### config.mk
export PLATFORM = sky130hd
export DESIGN_NAME = bc1_bc2_bc3_block_decoder_core
export DESIGN_NICKNAME = d
export VERILOG_FILES = /design/src/design/bcd_pkg.sv /design/src/design/bc1_bc2_bc3_block_decoder_core.sv /design/src/design/bcd_palette_pipe.sv /design/src/design/bcd_serializer.sv
export SDC_FILE = /design/constraint.sdc
export NUM_CORES = 2
export LEC_CHECK = 0
export ABC_AREA = 1
export BUFFER_PORTS_ARGS = -buffer_cell sky130_fd_sc_hd__buf_2
export CORE_ASPECT_RATIO = 1.1
export CORE_UTILIZATION = 44
export DETAILED_ROUTE_END_ITERATION = 8
export SYNTH_ARGS = -nofsm -noshare
export SYNTH_HDL_FRONTEND = slang
export SYNTH_SLANG_ARGS = --single-unit
### constraint.sdc
create_clock -name clk -period 14.8 [get_ports clk]
set_input_delay 2.22 -clock clk [delete_from_list [all_inputs] [get_ports clk]]
set_output_delay 2.22 -clock clk [all_outputs]
set_load 0.02 [all_outputs]
### src/design/bcd_pkg.sv
`default_nettype none

package bcd_pkg;

	localparam int unsigned IN_W   = 128;
	localparam int unsigned OUT_W  = 40;
	localparam int unsigned PART_W = 64;

	// format register codes
	localparam logic [1:0] FMT_BC1 = 2'd0;
	localparam logic [1:0] FMT_BC2 = 2'd1;
	localparam logic [1:0] FMT_BC3 = 2'd2;

	// truncating division by 3, 5 and 7 as multiply by reciprocal and shift;
	// exact over the sum ranges that reach them (<= 765, 1275, 1785)
	localparam logic [9:0]  RECIP3 = 10'd683;
	localparam int unsigned SHIFT3 = 11;
	localparam logic [10:0] RECIP5 = 11'd1639;
	localparam int unsigned SHIFT5 = 13;
	localparam logic [11:0] RECIP7 = 12'd2341;
	localparam int unsigned SHIFT7 = 14;

	function automatic logic [31:0][7:0] exp5_tab();
		logic [31:0][7:0] t;
		for (int i = 0; i < 32; i++) begin
			t[i] = 8'(i * 255 / 31);
		end
		return t;
	endfunction

	function automatic logic [63:0][7:0] exp6_tab();
		logic [63:0][7:0] t;
		for (int i = 0; i < 64; i++) begin
			t[i] = 8'(i * 255 / 63);
		end
		return t;
	endfunction

	localparam logic [31:0][7:0] EXP5_TAB = exp5_tab();
	localparam logic [63:0][7:0] EXP6_TAB = exp6_tab();

	// decoded palettes of one block plus the raw per-texel indices
	typedef struct packed {
		logic [3:0][2:0][7:0] rgb;   // entry, channel (0 red, 1 green, 2 blue)
		logic [7:0][7:0]      apal;  // BC3 alpha palette
		logic                 c_gt;  // four-colour block
		logic [31:0]          cidx;  // 2-bit colour indices
		logic [63:0]          araw;  // alpha data as received
	} pal_t;

endpackage

`default_nettype wire

### src/design/bc1_bc2_bc3_block_decoder_core.sv
// The first texel of a block passes the capture, sums, palette, block and output registers;
// the other fifteen follow one a cycle while the output is not stalled.
// Blocks go out at one texel a cycle while the output is not stalled;
// the palette pipeline takes the next block while the current one is still being sent.
// Reset (arst_n low, asynchronous): all valid bits clear, format returns to BC1.
`default_nettype none

module bc1_bc2_bc3_block_decoder_core import bcd_pkg::*; (
	input  wire logic             clk,
	input  wire logic             arst_n,
	// format register
	input  wire logic             cfg_we,
	input  wire logic [1:0]       cfg_wdata,     // format_mode
	// compressed block in
	input  wire logic             s_axis_tvalid,
	output logic                  s_axis_tready,
	input  wire logic [IN_W-1:0]  s_axis_tdata,  // alpha_part[63:0], color_part[127:64]
	// texels out
	output logic                  m_axis_tvalid,
	input  wire logic             m_axis_tready,
	output logic [OUT_W-1:0]      m_axis_tdata,  // texel_index[3:0], red[11:4],
	                                             // green[19:12], blue[27:20],
	                                             // alpha[35:28], zero[39:36]
	output logic                  m_axis_tlast   // last
);

	logic [1:0] fmt_q;
	logic       pal_valid, pal_ready;
	pal_t       pal;

	// Hold the format; the user must change it only while no block is in flight (the
	// block itself does not enforce this), so the serializer reads it directly.
	always_ff @(posedge clk or negedge arst_n) begin
		if (!arst_n) begin
			fmt_q <= FMT_BC1;
		end else if (cfg_we) begin
			fmt_q <= cfg_wdata;
		end
	end

	// Three stages: capture block, expand endpoints and form weighted sums,
	// then divide by reciprocal and assemble the colour and alpha palettes.
	bcd_palette_pipe u_pipe (
		.clk        (clk),
		.arst_n     (arst_n),
		.in_valid   (s_axis_tvalid),
		.in_ready   (s_axis_tready),
		.alpha_part (s_axis_tdata[PART_W-1:0]),
		.color_part (s_axis_tdata[IN_W-1:PART_W]),
		.pal_valid  (pal_valid),
		.pal_ready  (pal_ready),
		.pal        (pal)
	);

	// Hold one decoded block and walk its sixteen texels in raster order into
	// the output register; load the next block in the same cycle as the last
	// texel goes into the output register, so blocks run back to back.
	bcd_serializer u_ser (
		.clk       (clk),
		.arst_n    (arst_n),
		.fmt       (fmt_q),
		.pal_valid (pal_valid),
		.pal_ready (pal_ready),
		.pal       (pal),
		.out_valid (m_axis_tvalid),
		.out_ready (m_axis_tready),
		.out_data  (m_axis_tdata),
		.out_last  (m_axis_tlast)
	);

endmodule

`default_nettype wire

### src/design/bcd_palette_pipe.sv
`default_nettype none

module bcd_palette_pipe import bcd_pkg::*; (
	input  wire logic             clk,
	input  wire logic             arst_n,
	input  wire logic             in_valid,
	output logic                  in_ready,
	input  wire logic [PART_W-1:0] alpha_part,
	input  wire logic [PART_W-1:0] color_part,
	output logic                  pal_valid,
	input  wire logic             pal_ready,
	output pal_t                  pal
);

	typedef struct packed {
		logic [2:0][7:0]  e0;
		logic [2:0][7:0]  e1;
		logic [2:0][9:0]  s3a;   // 2*e0 + e1
		logic [2:0][9:0]  s3b;   // e0 + 2*e1
		logic [2:0][8:0]  s2;    // e0 + e1
		logic [7:0]       a0;
		logic [7:0]       a1;
		logic [5:0][10:0] as7;   // sevenths sums
		logic [3:0][10:0] as5;   // fifths sums
		logic             c_gt;
		logic             a_gt;
		logic [31:0]      cidx;
		logic [63:0]      araw;
	} sums_t;

	logic              v_s1, v_s2, v_s3;
	logic              en1, en2, en3;
	logic [PART_W-1:0] apart_s1, cpart_s1;
	sums_t             sums_d, sums_s2;
	pal_t              pal_d, pal_s3;

	// stall chain: a stage loads when empty or when it moves on
	assign en3      = !v_s3 || pal_ready;
	assign en2      = !v_s2 || en3;
	assign en1      = !v_s1 || en2;
	assign in_ready = en1;

	always_ff @(posedge clk or negedge arst_n) begin
		if (!arst_n) begin
			v_s1 <= 1'b0;
			v_s2 <= 1'b0;
			v_s3 <= 1'b0;
		end else begin
			if (en1) v_s1 <= in_valid;
			if (en2) v_s2 <= v_s1;
			if (en3) v_s3 <= v_s2;
		end
	end

	// stage 2: expand endpoints, compare, weighted sums
	always_comb begin
		logic [15:0] c0, c1;
		c0 = cpart_s1[15:0];
		c1 = cpart_s1[31:16];
		sums_d.e0[0] = EXP5_TAB[c0[15:11]];
		sums_d.e0[1] = EXP6_TAB[c0[10:5]];
		sums_d.e0[2] = EXP5_TAB[c0[4:0]];
		sums_d.e1[0] = EXP5_TAB[c1[15:11]];
		sums_d.e1[1] = EXP6_TAB[c1[10:5]];
		sums_d.e1[2] = EXP5_TAB[c1[4:0]];
		for (int ch = 0; ch < 3; ch++) begin
			sums_d.s3a[ch] = {1'b0, sums_d.e0[ch], 1'b0} + 10'(sums_d.e1[ch]);
			sums_d.s3b[ch] = 10'(sums_d.e0[ch]) + {1'b0, sums_d.e1[ch], 1'b0};
			sums_d.s2[ch]  = 9'(sums_d.e0[ch]) + 9'(sums_d.e1[ch]);
		end
		sums_d.a0 = apart_s1[7:0];
		sums_d.a1 = apart_s1[15:8];
		for (int i = 0; i < 6; i++) begin
			sums_d.as7[i] = 11'(sums_d.a0) * 11'(6 - i) + 11'(sums_d.a1) * 11'(1 + i);
		end
		for (int i = 0; i < 4; i++) begin
			sums_d.as5[i] = 11'(sums_d.a0) * 11'(4 - i) + 11'(sums_d.a1) * 11'(1 + i);
		end
		sums_d.c_gt = c0 > c1;
		sums_d.a_gt = sums_d.a0 > sums_d.a1;
		sums_d.cidx = cpart_s1[63:32];
		sums_d.araw = apart_s1;
	end

	// stage 3: divide by reciprocal, assemble palettes
	always_comb begin
		logic [19:0] p3a, p3b;
		logic [21:0] p5;
		logic [22:0] p7;
		pal_d      = '0;
		p3a        = '0;
		p3b        = '0;
		p5         = '0;
		p7         = '0;
		pal_d.c_gt = sums_s2.c_gt;
		pal_d.cidx = sums_s2.cidx;
		pal_d.araw = sums_s2.araw;
		for (int ch = 0; ch < 3; ch++) begin
			p3a = 20'(sums_s2.s3a[ch]) * 20'(RECIP3);
			p3b = 20'(sums_s2.s3b[ch]) * 20'(RECIP3);
			pal_d.rgb[0][ch] = sums_s2.e0[ch];
			pal_d.rgb[1][ch] = sums_s2.e1[ch];
			if (sums_s2.c_gt) begin
				pal_d.rgb[2][ch] = p3a[SHIFT3 +: 8];
				pal_d.rgb[3][ch] = p3b[SHIFT3 +: 8];
			end else begin
				pal_d.rgb[2][ch] = sums_s2.s2[ch][8:1];
				pal_d.rgb[3][ch] = 8'd0;
			end
		end
		pal_d.apal[0] = sums_s2.a0;
		pal_d.apal[1] = sums_s2.a1;
		if (sums_s2.a_gt) begin
			for (int i = 0; i < 6; i++) begin
				p7 = 23'(sums_s2.as7[i]) * 23'(RECIP7);
				pal_d.apal[2 + i] = p7[SHIFT7 +: 8];
			end
		end else begin
			for (int i = 0; i < 4; i++) begin
				p5 = 22'(sums_s2.as5[i]) * 22'(RECIP5);
				pal_d.apal[2 + i] = p5[SHIFT5 +: 8];
			end
			pal_d.apal[6] = 8'd0;
			pal_d.apal[7] = 8'd255;
		end
	end

	always_ff @(posedge clk) begin
		if (en1) begin
			apart_s1 <= alpha_part;
			cpart_s1 <= color_part;
		end
		if (en2) sums_s2 <= sums_d;
		if (en3) pal_s3  <= pal_d;
	end

	assign pal_valid = v_s3;
	assign pal       = pal_s3;

endmodule

`default_nettype wire

### src/design/bcd_serializer.sv
`default_nettype none

module bcd_serializer import bcd_pkg::*; (
	input  wire logic             clk,
	input  wire logic             arst_n,
	input  wire logic [1:0]       fmt,
	input  wire logic             pal_valid,
	output logic                  pal_ready,
	input  wire pal_t             pal,
	output logic                  out_valid,
	input  wire logic             out_ready,
	output logic [OUT_W-1:0]      out_data,
	output logic                  out_last
);

	pal_t             blk_q;
	logic             busy_q;
	logic [3:0]       cnt_q;
	logic             out_valid_q;
	logic [OUT_W-1:0] out_data_q;
	logic             out_last_q;
	logic             emit, fin;
	logic [1:0]       ci;
	logic [3:0]       anib;
	logic [5:0]       aoff;
	logic [7:0]       alpha;

	assign emit      = busy_q && (!out_valid_q || out_ready);
	assign fin       = emit && (cnt_q == 4'd15);
	assign pal_ready = !busy_q || fin;

	always_comb begin
		ci   = blk_q.cidx[{cnt_q, 1'b0} +: 2];
		anib = blk_q.araw[{cnt_q, 2'b00} +: 4];
		aoff = 6'd16 + 6'(cnt_q) * 6'd3;
		case (fmt)
			// n * 255 / 15 is n * 17, the nibble repeated
			FMT_BC2: alpha = {anib, anib};
			FMT_BC3: alpha = blk_q.apal[blk_q.araw[aoff +: 3]];
			default: alpha = (ci == 2'd3 && !blk_q.c_gt) ? 8'd0 : 8'd255;
		endcase
	end

	always_ff @(posedge clk or negedge arst_n) begin
		if (!arst_n) begin
			busy_q      <= 1'b0;
			cnt_q       <= 4'd0;
			out_valid_q <= 1'b0;
		end else begin
			if (pal_ready) begin
				busy_q <= pal_valid;
				cnt_q  <= 4'd0;
			end else if (emit) begin
				cnt_q <= cnt_q + 4'd1;
			end
			if (emit) out_valid_q <= 1'b1;
			else if (out_ready) out_valid_q <= 1'b0;
		end
	end

	always_ff @(posedge clk) begin
		if (pal_ready && pal_valid) blk_q <= pal;
		if (emit) begin
			out_data_q <= {4'd0, alpha, blk_q.rgb[ci][2], blk_q.rgb[ci][1],
				blk_q.rgb[ci][0], cnt_q};
			out_last_q <= (cnt_q == 4'd15);
		end
	end

	assign out_valid = out_valid_q;
	assign out_data  = out_data_q;
	assign out_last  = out_last_q;

endmodule

`default_nettype wire
==> impl_metrics.toml <==
[detailed_routing]
drcViolationCount = 0
via_per_inst = 5.13
vias = 46400
wl_per_cell_um = 17.7
wirelength_um = 161000
firstDrtPassIters = 5
dr.first_iter.drc_count = 2590
drtAntennaViolNets = 0

[synth]
synth.distinct_cells = 63
ys_seq_elements = 1026
yosysWarnings = 0
ys_seq_area_share_pct = 42.2
synth-edff-count = 967
syn_avg_cell_area_um2 = 10.9
syn_area_um2 = 71800
synth_cells = 6606
dominantRegCellSynth = "edfxtp_1"
async_flop_share_pct = 1.07

[finish]
layout_common_cells = "inv_1 (1,193), ha_1 (1,185), edfxtp_1 (967)"
nets = 8534
instances_no_fill = 9047
multi_input_area_um2 = 36400
layout-drive-gt1-share_pct = 6.29
area_delta_synth_final_pct = 9.47
register_area_um2 = 30300
fillers = 14700
final_common_cell = "inv_1"

[sta]
fin_ws_ns = 7.69
slew_headroom_pct = 29.4
rsz0062_at_grt = "no"
fin_skew_ns = 0.0662
fmax_ghz = 0.141
finalCritPeriodShare_pct = 48.1
min_period_ns = 7.11
tightest_slew_ns = 1.06
setup_viol = 0
setup_tns_ns = 0
final-hold-violation-count = 0
hold_ws_ns = 0.392
report.final.slew_viol_count = 0

[floorplanning]
start_util_pct = 44.3
rows = 155
die-area_um2 = 165000
core_um2 = 162000
die_h_um = 426
ios = 178
dieWidth_um = 387

[setup_path]
end_kind = "output pin"
critPathMaxStageDelay_ns = 0.73
path_delay_family = "simple AND/OR/NAND/NOR gates"
crit_slowest_cell = "nor2_8"
start_kind = "primary input"
timing.critical_path.buf_inv = 4
critical_path.cell_chain = "buf_2, or2_4, inv_2, o21ai_2, nor2_4, nand2_8, nor2_8, inv_6, buf_2"
crit_type = "primary input to output pin"
path_common_cell = "buf_2"
worstPathRequired_ns = 12.58
crit_fanout = 76
cp_data_arrival_time_ns = 4.89

[clock_tree]
clkLatencyLatePin_ns = 0.75
cts_setup_buffers = 0
root_buffer = "clkbuf_16"
numClockSinks = 1026
hold_buffers = 0
cts_made_buffers = 105
ctsResizeCount = 0
clk_pin_slew_worst_paths_ns = 0.06
cts_tree = "done"
htree_levels = 3
cts_max_path_buffers = 3

[place]
dp.cells = 8844
preCtsSetupSlack_ns = 7.64
numPortBuffers = 173
gp_congestion = 0.894
hpwl_um = 125000

[power_and_ir_drop]
ir_worst_vdd_v = 0.000198
power.density_nw_per_um2 = 168
power.leakage_uw = 0.0364

[global_routing]
grt_overflow = 0
grt_first_pass_wirelength_um = 255000
grt_pass1_vias = 47300
antenna_found_initial = 22
gr-usage-all-layers_pct = 19.7
grt_max_degree = 107

[hold_path]
hold_class = "register to register"

[job]
cap_viol_max_count = 0

[status]
status = "complete, no violations"
-- metrics by stage --
stage / utilization [%] / power, uW / cell area, um2
after global routing: 48.4 / 14400 / 78500
after global placement: 46.3 / 10500 / 75000
after CTS: 48.4 / 13400 / 78500
final: 48.5 / 13200 / 78600
after detailed placement: 46.3 / 10600 / 75000
after floorplan: - / 8970 / 71800
-- registers in the layout, summed over array words and instances, names as in the netlist, 2 cells and up --
name,flops
u_pipe.apart_s1,64
u_pipe.pal_d,139
u_pipe.sums_s2,181
u_ser.blk_q,241
u_ser.out_data,36
u_pipe.pal,241
fmt_q,2
u_pipe.sums_d,48
u_pipe.cpart_s1,64
u_ser.cnt_q,4
-- layout make-up --
| class | instances | share of cell area (%) |
|---|---|---|
| flip-flops and latches | 1026 | 38.5 |
| diodes | 10 | 0.0319 |
| clock buffers | 121 | 3.48 |
| clock inverters | 72 | 0.960 |
| inverters | 1208 | 5.79 |
| well taps | 2119 | 3.38 |
| repair buffers | 210 | 1.46 |
| multi-input cells | 4281 | 46.4 |
-- cell usage after synthesis, types with 48 or more instances --
| cell | n | area, um2 |
|---|---|---|
| inv_1 | 1194 | 4480 |
| ha_1 | 1185 | 14800 |
| edfxtp_1 | 967 | 29000 |
| nand2_1 | 864 | 3240 |
| a21oi_1 | 446 | 2230 |
| fa_1 | 382 | 7650 |
| nand3_1 | 308 | 1540 |
| o21ai_0 | 264 | 1320 |
| nor2_1 | 207 | 777 |
| xor2_1 | 141 | 1230 |
| xnor2_1 | 69 | 604 |
| dfxtp_1 | 48 | 961 |
-- power by group --
part | internal, uW | switching, uW | total, uW | leakage, uW
sequential | 3650 | 183 | 3830 | 0.00928
clock | 1500 | 1170 | 2660 | 0.00170
combinational | 2420 | 4310 | 6730 | 0.0254
total | 7570 | 5660 | 13200 | 0.0364
-- path summary, 6_finish.rpt --
path / from / endpoint / slack [ns] / cells after the start
max in group asynchronous: arst_n / u_ser.cnt_q[0] / 13.09 / 1
hold reg to reg: u_pipe.pal_d[180] / u_pipe.pal[180] / 0.39 / 0
hold / removal: u_pipe.pal_d[180] / u_pipe.pal[180] / 0.39 / 0
min in group asynchronous: arst_n / u_ser.out_valid / 1.40 / 1
setup / recovery: m_axis_tready / s_axis_tready / 7.69 / 9
setup reg to reg: u_pipe.pal_d[8] / u_pipe.pal[136] / 9.72 / 23
-- kinds of logic (layout without fill, tap and decap cells) --
group,Yosys count,after routing,synth area share (%)
adders and majority gates,1567,1567,31.3
and+or+nand+nor,1515,1515,9.02
buffers and inverters,1302,1611,7.11
DFF,1026,1026,42.2
AOI/OAI and AO/OA,985,985,7.79
xor gates and xnor gates,210,210,2.56
other,1,14,0.00523
-- layer usage --
layer / global-route usage, % / part of all wire (%)
met1: 26.6 / 46
met2: 33.0 / 47
met3: 2.83 / 4.8
met4: 5.63 / 2.4
met5: 0 / 0.11
(Power assumes the default switching activity.)
